[src/hdl/sws_pkg.sv]
// Shared types and constants for the sliding window median core.
// No dependencies; sws_cell, the core and sws_checker use it, sws_ram does not.
package sws_pkg;

  // Window and sample geometry
  localparam int WINDOW_MAX = 64;
  localparam int SAMPLE_W   = 32;
  localparam int IN_W       = 32;
  localparam int OUT_W      = 33;
  localparam int CNT_W      = $clog2(WINDOW_MAX + 1);
  localparam int PTR_W      = (WINDOW_MAX > 1) ? $clog2(WINDOW_MAX) : 1;
  localparam int CFG_W      = 7;

  // Median gather tree: cells are ORed in groups, then across groups
  localparam int GROUP_SIZE = 8;
  localparam int NUM_GROUPS = (WINDOW_MAX + GROUP_SIZE - 1) / GROUP_SIZE;

  typedef logic signed [SAMPLE_W-1:0] sample_t;
  typedef logic signed [SAMPLE_W:0]   sum_t;

  typedef enum logic [1:0] {
    CELL_HOLD,
    CELL_REMOVE,
    CELL_INSERT
  } cell_op_e;

  // Broadcast to every cell of the sorted row
  typedef struct packed {
    cell_op_e op;
    sample_t  key;
  } cell_ctrl_t;

  typedef enum logic [2:0] {
    ST_IDLE,
    ST_REMOVE,
    ST_INSERT,
    ST_GATHER,
    ST_SUM
  } core_state_e;

endpackage

[src/hdl/sws_cell.sv]
// One cell of the sorted row: holds one window value and shifts it
// toward or away from its neighbors on remove and insert. Uses sws_pkg.
module sws_cell (
  input  logic                clk_i,
  input  sws_pkg::cell_ctrl_t ctrl_i,
  input  sws_pkg::sample_t    left_val_i,
  input  logic                left_gt_i,
  input  sws_pkg::sample_t    right_val_i,
  input  logic                in_win_i,
  output sws_pkg::sample_t    val_o,
  output logic                gt_o
);
  import sws_pkg::*;

  sample_t val_q, val_d;
  sample_t key;
  logic    ge;

  assign key = $signed(ctrl_i.key);

  // Compare against the broadcast key; cells past the window count as greater
  always_comb begin
    ge   = (val_q >= key);
    gt_o = !in_win_i || (val_q > key);
  end

  // Remove: the first cell not below the key and all above it pull from the right.
  // Insert: cells above the key take the left value, the boundary cell takes the key.
  always_comb begin
    val_d = val_q;
    case (ctrl_i.op)
      CELL_REMOVE: begin
        if (ge) begin
          val_d = right_val_i;
        end
      end
      CELL_INSERT: begin
        if (gt_o) begin
          val_d = left_gt_i ? left_val_i : key;
        end
      end
      default: begin
        val_d = val_q;
      end
    endcase
  end

  always_ff @(posedge clk_i) begin
    val_q <= val_d;
  end

  assign val_o = val_q;

endmodule

[config.mk]
export PLATFORM = sky130hd
export DESIGN_NAME = sws_cell
export DESIGN_NICKNAME = d
export VERILOG_FILES = /design/src/hdl/sws_pkg.sv /design/src/hdl/sws_cell.sv
export SDC_FILE = /design/constraint.sdc
export NUM_CORES = 1
export LEC_CHECK = 0
export BUFFER_PORTS_ARGS = -buffer_cell sky130_fd_sc_hd__buf_2
export CELL_PAD_IN_SITES_DETAIL_PLACEMENT = 1
export CELL_PAD_IN_SITES_GLOBAL_PLACEMENT = 1
export CORE_ASPECT_RATIO = 0.8
export CORE_MARGIN = 2
export CORE_UTILIZATION = 35
export CTS_CLUSTER_DIAMETER = 100
export DETAILED_ROUTE_END_ITERATION = 8
export PLACE_DENSITY = 0.93
export SLEW_MARGIN = 20
export SYNTH_ARGS = -nofsm -noshare
export SYNTH_HDL_FRONTEND = slang
export SYNTH_SLANG_ARGS = --single-unit
[constraint.sdc]
create_clock -name clk_i -period 6.9 [get_ports clk_i]
set_input_delay 1.38 -clock clk_i [delete_from_list [all_inputs] [get_ports clk_i]]
set_output_delay 1.38 -clock clk_i [all_outputs]
set_load 0.005 [all_outputs]
==> metrics.txt, run 1 <==
Clock Latency Late Sink=0.28 ns; LEAKAGE=between 0.0015 and 0.002 uW; First-pass DRT Iterations=4; setup violators final=0; CTS Sinks=32; R2R setup slack=3.70 ns; Yosys warnings=0; CP startpoint=ctrl_i[30]; RSZ-0062 raised after global routing=no; cts hold-fix bufs=0; final instance area=0.00338 mm^2; Worst Tran Pin Value=0.971 ns; Syn Area/Cell=9.56 um^2; clock share of power=0.246; Net Sw Frac=0.303; vias=2422; CTS tree=yes; worst hold path type=primary input to flip-flop; NetSw=170 uW; Final Power=559 uW; final setup margin=between 2 and 2.5 ns; I/O Pins=134; Storage cell area=around 960 um^2; max FFs per register=32; Clock Path Buffers=2; dpl cell area=0.00329 mm^2; register bit total from synthesis=32; antenna violations before repair=0; sequential fraction of the synthesis area=0.378; Power Dens Cells=165 mW/mm^2; commonest non-fill, non-tap cells in the layout=buf_2 (133), nand2_1 (38), inv_1 (37), o21ai_0 (36), mux2i_1 (33); Synth Instances=about 270; share of cells above drive strength 1=0.368; H-tree levels=2; Initial DRC Count=50; port buffer count=roughly 130; die area=~0.008 mm^2; Post-route DRC=0; via/cell ratio=about 5; worst relative slew slack=0.353; Worst Setup Start Kind=primary input; R2R Path Start=val_o[14]; antenna diode count=0; vias in the first global route=around 2500; outcome=complete, no violations; Area Overhead vs Synth=32.9%; reg2reg end=val_o[13]; die width=approximately 99 um; Root Buffer=clkbuf_8; largest net degree at the start of global routing=66; Total Wirelength=7.14 mm; critical path class=primary input to output pin; maxcap violations=0; final hold vios=0; Yosys cell types=30; CP required=~5.5 ns; Layout Nets=529; CP arrival=3.28 ns; Clock Skew=0.00797 ns; post-route insts no fill=484; first-pass GRT wire length=11.8 mm; grt total ovfl=0; placed cell count=476; row count=27; die height=80.3 um; remaining antenna violation count=0; Cell Area, Synth=~0.0025 mm^2; initial core utilization=0.366; commonest non-fill, non-tap cell in the layout=buf_2; Setup crit end=gt_o; Int Power=between 300 and 400 uW; Worst-path clk slew=about 0.070 ns; Syn Nets=399; dpl ws=2.23 ns; FF-to-FF path depth=7; Filler cells=869; post-route setup TNS=0 ns; crit path time final=4.66 ns; post_cts resized=0; wire length per cell=around 15 um; total CTS buffers=5; crit path max fanout=3; CP endpoint kind=output pin; Final Max Slew Viols=0; Final HPWL DP=5.88 mm; logic gate share of total power=0.306; fmax=215 MHz; core area=roughly 0.0070 mm^2; RePlAce Congestion=0.733; area of the multi-input gates=between 0.001 and 0.0015 mm^2; GRT Util Overall=0.186; Peak VDD IR=around 0.000084 V; Final Cycle Share=0.675; part of the power in registers=0.448; setup bufs post-CTS=0
## cell families after synthesis
family / synth area share
buf+inv: 0.0723
fa+ha+maj: 0.157
compound gates: 0.146
mux: 0.130
flops: 0.378
simple gates: 0.117
## worst max-delay path: stages
cell and delay, ns:
buf_2 0.09, inv_1 0.05, ha_1 0.33, nand3_1 0.11, nand4b_1 0.17, a2111oi_4 0.39, nand3_1 0.12, a211oi_1 0.40
a21oi_1 0.08, buf_2 0.15
## cells in the mapped netlist
master / count / area, um^2
mux2i_1: 33 / 330
nand4_1: 7 / 43.8
o32ai_2: 1 / 16.3
o21ai_1: 1 / 5.00
nor2_1: 2 / 7.51
a211oi_1: 4 / 30.0
nor3b_1: 1 / 7.51
clkbuf_1: 8 / 30.0
o21ai_0: 36 / 180
buf_2: 3 / 15.0
o21bai_1: 2 / 15.0
ha_1: 32 / 400
nor4_4: 1 / 21.3
or3_1: 1 / 6.26
edfxtp_1: 32 / 961
nor4_1: 1 / 6.26
a21o_1: 1 / 7.51
nand4_2: 1 / 12.5
a21oi_1: 10 / 50.1
nand3_1: 4 / 20.0
o221ai_1: 1 / 8.76
nand4b_1: 1 / 8.76
a2111oi_4: 1 / 27.5
nor3_1: 2 / 10.0
and2_1: 1 / 6.26
o21a_1: 1 / 7.51
inv_1: 37 / 139
a221oi_2: 1 / 15.0
nand2_1: 39 / 146
a21oi_2: 1 / 8.76
## power by group through the flow
stage | registers [uW] | clock network (uW) | logic (uW)
3_3_place_gp | 254 | 0 | 164
2_1_floorplan | 256 | 0 | 91.5
3_5_place_dp | 255 | 0 | 173
6_report | 251 | 137 | 171
5_1_grt | 253 | 154 | 195
4_1_cts | 251 | 143 | 175
## area by class of cell
| type | count | share of cell area |
|---|---|---|
| Clock buffer | 7 | 0.0226 |
| Clock inverter | 1 | 0.00111 |
| Inverter | 37 | 0.0411 |
| Multi-Input combinational cell | 186 | 0.419 |
| Sequential cell | 32 | 0.284 |
| Tap cell | 87 | 0.0322 |
| Timing Repair Buffer | 134 | 0.199 |
## worst min path at each step
stage | to | cells after the start | from
final | val_o[24] | 3 | right_val_i[24]
after CTS | val_o[24] | 3 | right_val_i[24]
after floorplan | val_o[0] | 5 | val_o[31]
after global routing | val_o[25] | 3 | right_val_i[25]
after detailed placement | val_o[18] | 5 | val_o[31]
after global placement | val_o[16] | 5 | val_o[31]
## per-layer routing
layer / wire (um) / global-route usage
met5: 0 / 0
met4: 51 / 0.0370
met3: 382 / 0.0479
met2: 3550 / 0.336
met1: 3150 / 0.225
## through the flow
stage	hold WS [ns]	util
3_3_place_gp	1.37	0.473
6_report	1.38	0.486
3_5_place_dp	1.38	0.473
4_1_cts	1.37	0.485
5_1_grt	1.37	0.486
2_1_floorplan	1.47	-
Note: power is estimated with default switching activity, not from simulation.
==> run 2, diff against run 1 <==
--- a/config.mk
+++ b/config.mk
@@ -10,10 +10,10 @@
 export CELL_PAD_IN_SITES_GLOBAL_PLACEMENT = 1
 export CORE_ASPECT_RATIO = 0.8
 export CORE_MARGIN = 2
-export CORE_UTILIZATION = 35
+export CORE_UTILIZATION = 33
 export CTS_CLUSTER_DIAMETER = 100
 export DETAILED_ROUTE_END_ITERATION = 8
-export PLACE_DENSITY = 0.93
+export PLACE_DENSITY = 0.88
 export SLEW_MARGIN = 20
 export SYNTH_ARGS = -nofsm -noshare
 export SYNTH_HDL_FRONTEND = slang
==> constraint.sdc (replaced) <==
create_clock -name clk_i -period 4.6 [get_ports clk_i]
set_input_delay 0.92 -clock clk_i [delete_from_list [all_inputs] [get_ports clk_i]]
set_output_delay 0.92 -clock clk_i [all_outputs]
set_load 0.005 [all_outputs]
==> metrics.txt, run 2 (same netlist as run 1, synthesis figures left out) <==
fmax=268 MHz; H-tree levels=2 (unchanged); CP required=3.68 ns (-1.84 ns); antenna violations before repair=0 (unchanged); crit path time final=3.73 ns; worst hold slack=0.912 ns (-0.467 ns); setup bufs post-CTS=0 (unchanged); maxcap violations=0 (unchanged); vias=2408 (-0.58%); Initial DRC Count=39 (-22%); CP max stage cell=a211oi_1; largest net degree at the start of global routing=65 (-1.5%); initial core utilization=0.342 (-0.0230); antenna diode count=0 (unchanged); grt total ovfl=0 (unchanged); Power Dens Cells=246 mW/mm^2 (+49%); total CTS buffers=5 (unchanged); post_cts resized=0 (unchanged); Clock Skew=0.00715 ns (-0.000828 ns); cts hold-fix bufs=0 (unchanged); remaining antenna violation count=0 (unchanged); outcome=complete, no violations; CP max stage delay=0.39 ns (about the same); Worst Tran Pin Value=0.998 ns (+0.0266 ns); RSZ-0062 raised after global routing=no; Final Cycle Share=0.810; Layout Nets=530 (+0.19%); Clock Path Buffers=2 (unchanged); final instance area=0.00340 mm^2 (+0.63%); Post-route DRC=0 (unchanged); CP arrival=2.81 ns (-0.47 ns); port buffer count=133 (unchanged); core area=0.00743 mm^2 (+6.7%); post-route setup TNS=0 ns (unchanged); max FFs per register=32 (unchanged); worst hold path type=primary input to flip-flop; crit path max fanout=3 (unchanged); Peak VDD IR=0.0000954 V (+14%); die width=102 um (+2.9%); vias in the first global route=2565 (+2.4%); GRT Util Overall=0.175 (-0.0111); Final HPWL DP=6.10 mm (+3.7%); Filler cells=951 (+9.4%); Total Wirelength=7.32 mm (+2.5%); clock share of power=0.240 (-0.006); via/cell ratio=4.80 (-4.1%); Net Sw Frac=0.307 (+0.00341); share of cells above drive strength 1=0.370 (+0.00252); Worst-path clk slew=0.07 ns (about the same); Root Buffer=clkbuf_8; First-pass DRT Iterations=4 (unchanged); dpl cell area=0.00332 mm^2 (+0.91%); Int Power=580 uW (+49%); CP Cell Sequence=buf_2, inv_1, ha_1, a211oi_1, o21bai_1, a21oi_2, nand3_1, a211oi_1, a21oi_1, buf_2; Area Overhead vs Synth=33.7%; Clock Latency Late Sink=0.28 ns (about the same); setup violators final=0 (unchanged); CTS tree=yes; die area=0.00843 mm^2 (+5.8%); row count=28 (+3.7%); critical path class=primary input to output pin; final hold vios=0 (unchanged); logic gate share of total power=0.308 (+0.002); part of the power in registers=0.451 (+0.003); RePlAce Congestion=0.749 (+2.2%); CP endpoint kind=output pin; LEAKAGE=0.00177 uW (about the same); I/O Pins=134 (unchanged); wire length per cell=14.6 um (-1.2%); worst relative slew slack=0.335 (-0.0177); CTS Sinks=32 (unchanged); fin util=0.458 (-0.0277); die height=82.5 um (+2.8%); commonest non-fill, non-tap cell in the layout=buf_2; commonest non-fill, non-tap cells in the layout=buf_2 (133), nand2_1 (38), inv_1 (37), o21ai_0 (36), mux2i_1 (33); first-pass GRT wire length=11.5 mm (-2.5%); NetSw=256 uW (+51%); Worst Setup Start Kind=primary input; Final Max Slew Viols=0 (unchanged)
## run 2: cell count changes in the layout (fill, tap and decap cells not counted)
cell / delta
buf_4: +1
clkbuf_1: -2
clkinv_1: +1
nand2_2: +1
nand2_4: -1
## run 2: final cells by class
class | count | area [um^2] | share of cell area
Multi-Input combinational cell | 186 | 1410 | 0.415
Timing Repair Buffer | 135 | 681 | 0.200
Tap cell | 105 | 131 | 0.0386
Clock buffer | 5 | 68.8 | 0.0202
Sequential cell | 32 | 961 | 0.283
Clock inverter | 2 | 7.51 | 0.00221
Inverter | 37 | 139 | 0.0408
## run 2: stage by stage
step	worst slack (ns)	power [uW]	std cells
2_1_floorplan	0.754	522	266
3_3_place_gp	0.927	629	495
3_5_place_dp	0.876	646	495
4_1_cts	0.870	852	502
5_1_grt	0.749	895	502
6_report	0.875	836	502
## run 2: critical path: cells and delay by family
kind / cells / cell delay (ns)
simple gates: 1 / 0.10
fa+ha+maj: 1 / 0.30
buf+inv: 3 / 0.28
compound gates: 5 / 1.22
## run 2: worst paths after layout
path                    end            from  cells after the start  slack, ns
setup / recovery       gt_o      ctrl_i[17]                     10       0.87
hold / removal     val_o[9]  right_val_i[9]                      3       0.91
setup reg to reg   val_o[1]       val_o[17]                      8       1.56
hold reg to reg   val_o[28]       val_o[31]                      5       1.22
## run 2: power by group through the flow
stage | clock network [uW] | registers [uW] | logic [uW]
final | 201 | 377 | 258
after global routing | 221 | 381 | 293
after detailed placement | 0 | 384 | 262
after CTS | 212 | 377 | 263
after floorplan | 0 | 385 | 137
after global placement | 0 | 381 | 248
## run 2: routing by layer
| layer | track usage | wire length [um] | up-vias |
|---|---|---|---|
| li1 | - | - | 1215 |
| met1 | 0.207 | 3220 | 1114 |
| met2 | 0.323 | 3620 | 74 |
| met3 | 0.0396 | 422 | 5 |
| met4 | 0.0440 | 55 | 0 |
| met5 | 0 | 0 | - |
==> run 3, diff against run 2 <==
--- a/config.mk
+++ b/config.mk
@@ -10,10 +10,10 @@
 export CELL_PAD_IN_SITES_GLOBAL_PLACEMENT = 1
 export CORE_ASPECT_RATIO = 0.8
 export CORE_MARGIN = 2
-export CORE_UTILIZATION = 33
+export CORE_UTILIZATION = 30
 export CTS_CLUSTER_DIAMETER = 100
 export DETAILED_ROUTE_END_ITERATION = 8
-export PLACE_DENSITY = 0.88
+export PLACE_DENSITY = 0.85
 export SLEW_MARGIN = 20
 export SYNTH_ARGS = -nofsm -noshare
 export SYNTH_HDL_FRONTEND = slang
==> constraint.sdc (replaced) <==
create_clock -name clk_i -period 3.2 [get_ports clk_i]
set_input_delay 0.64 -clock clk_i [delete_from_list [all_inputs] [get_ports clk_i]]
set_output_delay 0.64 -clock clk_i [all_outputs]
set_load 0.005 [all_outputs]
==> metrics.txt, run 3 (same netlist as run 1, synthesis figures left out) <==
die area=0.00924 mm^2 (+9.6%); placed cell count=505 (+2.0%); crit path max fanout=5 (+2); H-tree levels=2 (unchanged); LEAKAGE=0.00179 uW (+0.98%); area of the multi-input gates=0.00142 mm^2 (+0.71%); Worst Tran Pin Value=0.968 ns (-0.0300 ns); post-route setup TNS=0 ns (unchanged); Final HPWL DP=6.27 mm (+2.9%); fmax=328 MHz; row count=30 (+7.1%); Post-route DRC=0 (unchanged); via/cell ratio=4.75 (-0.88%); maxcap violations=0 (unchanged); CP max stage cell=nor4_4; FF-to-FF path depth=8 (unchanged); setup violators final=0 (unchanged); post-route insts no fill=513 (+2.2%); first-pass GRT wire length=11.8 mm (+2.3%); Initial DRC Count=55 (+41%); Clock Skew=0.00212 ns (-0.00502 ns); wire length per cell=14.5 um (-0.66%); antenna diode count=0 (unchanged); Storage cell area=961 um^2 (unchanged); Root Buffer=clkbuf_8; port buffer count=133 (unchanged); CP delay by family, top=simple AND/OR/NAND/NOR gates; final hold vios=0 (unchanged); initial core utilization=0.304 (-0.0386); stages on the worst setup path=9 (-1); antenna violations before repair=0 (unchanged); commonest non-fill, non-tap cells in the layout=buf_2 (133), nand2_1 (38), inv_1 (37), o21ai_0 (36), mux2i_1 (33); share of cells above drive strength 1=0.379 (+0.00878); die height=86.4 um (+4.6%); most frequent CP cell=buf_2; Final Power=1220 uW (+45%); R2R setup slack=0.58 ns (-0.98 ns); Worst-path clk slew=0.06 ns (about the same); Area Overhead vs Synth=35.5%; Peak VDD IR=0.000148 V (+55%); Worst Setup Start Kind=primary input; RePlAce Congestion=0.742 (-0.95%); worst hold path type=primary input to flip-flop; CP max stage delay=0.41 ns (+0.02 ns); CP Cell Sequence=buf_2, inv_1, ha_1, nand4_2, nor4_4, nor3b_2, a211oi_2, a21oi_1, buf_2; die width=107 um (+4.7%); R2R Path Start=val_o[31]; CTS Sinks=32 (unchanged); worst relative slew slack=0.355 (+0.0200); total CTS buffers=5 (unchanged); CP startpoint=ctrl_i[31]; CP arrival=2.41 ns (-0.40 ns); Clock Path Buffers=2 (unchanged); reg2reg end=val_o[1]; Final Max Slew Viols=0 (unchanged); Total Wirelength=7.43 mm (+1.5%); Power Dens Cells=353 mW/mm^2 (+44%); outcome=complete, no violations; commonest non-fill, non-tap cell in the layout=buf_2; largest net degree at the start of global routing=47 (-28%); CP Buf/Inv Count=3 (unchanged); remaining antenna violation count=0 (unchanged); cts hold-fix bufs=0 (unchanged); Layout Nets=533 (+0.57%); GRT Util Overall=0.161 (-0.0145); Final Cycle Share=0.954; CP endpoint kind=output pin; Setup crit end=gt_o; CTS tree=yes; Clock Latency Late Sink=0.28 ns (about the same); crit path time final=between 3 and 4 ns; Filler cells=1040 (+9.4%); vias=2439 (+1.3%); grt total ovfl=0 (unchanged); First-pass DRT Iterations=4 (unchanged); I/O Pins=134 (unchanged); CP required=2.56 ns (-1.12 ns); critical path class=primary input to output pin; max FFs per register=32 (unchanged); vias in the first global route=2579 (+0.55%); core area=0.00837 mm^2 (+13%)
[run 3: layout make-up]
type,instances,share of cell area
clock buffers,7,0.0221
well taps,112,0.0407
multi-input cells,186,0.413
flip-flops and latches,32,0.279
clock inverters,1,0.00109
inverters,37,0.0403
repair buffers,138,0.204
[run 3: how the worst min path moves through the flow]
stage | start | to | slack [ns] | cells after the start
finish | right_val_i[1] | val_o[1] | 0.64 | 3
global route | right_val_i[25] | val_o[25] | 0.65 | 3
CTS | right_val_i[1] | val_o[1] | 0.63 | 3
detailed placement | right_val_i[1] | val_o[1] | 0.92 | 3
global placement | right_val_i[7] | val_o[7] | 0.92 | 3
floorplan | right_val_i[0] | val_o[0] | 0.83 | 2
[run 3: power by group]
group / switching (uW) / internal, uW / total [uW]
Combinational: 204 / 176 / 381
Sequential: 22.6 / 519 / 541
Clock: 143 / 151 / 294
[run 3: layer usage]
metal  global-route usage  routed length (um)  share of wire  vias up
met3               0.0301                 400          0.054        5
met1                0.199                3380           0.46     1135
met5                    0                   0              0        -
met2                0.291                3590           0.48       75
li1                     -                   -              -     1224
met4               0.0354                  57         0.0077        0
[run 3: repair_timing]
item / in CTS / in global routing
buffers inserted: 0 / 0
endpoints found under the hold margin: 0 / 0
resized for setup: 0 / 2
setup endpoints to repair: 0 / 1
[run 3: tightest hold or removal path, stage by stage]
cell	delay, ns
buf_2	0.07
nand2_1	0.03
o21ai_0	0.06
[run 3: through the flow]
| step | utilization | setup slack, ns | hold slack (ns) | area, um^2 |
|---|---|---|---|---|
| final | 0.412 | 0.147 | 0.639 | 3450 |
| after global routing | 0.412 | -0.0199 | 0.646 | 3450 |
| after CTS | 0.410 | 0.134 | 0.632 | 3440 |
| after detailed placement | 0.401 | 0.139 | 0.925 | 3360 |
| after global placement | 0.401 | 0.178 | 0.921 | 3360 |
| after floorplan | - | 0.138 | 0.827 | 2550 |
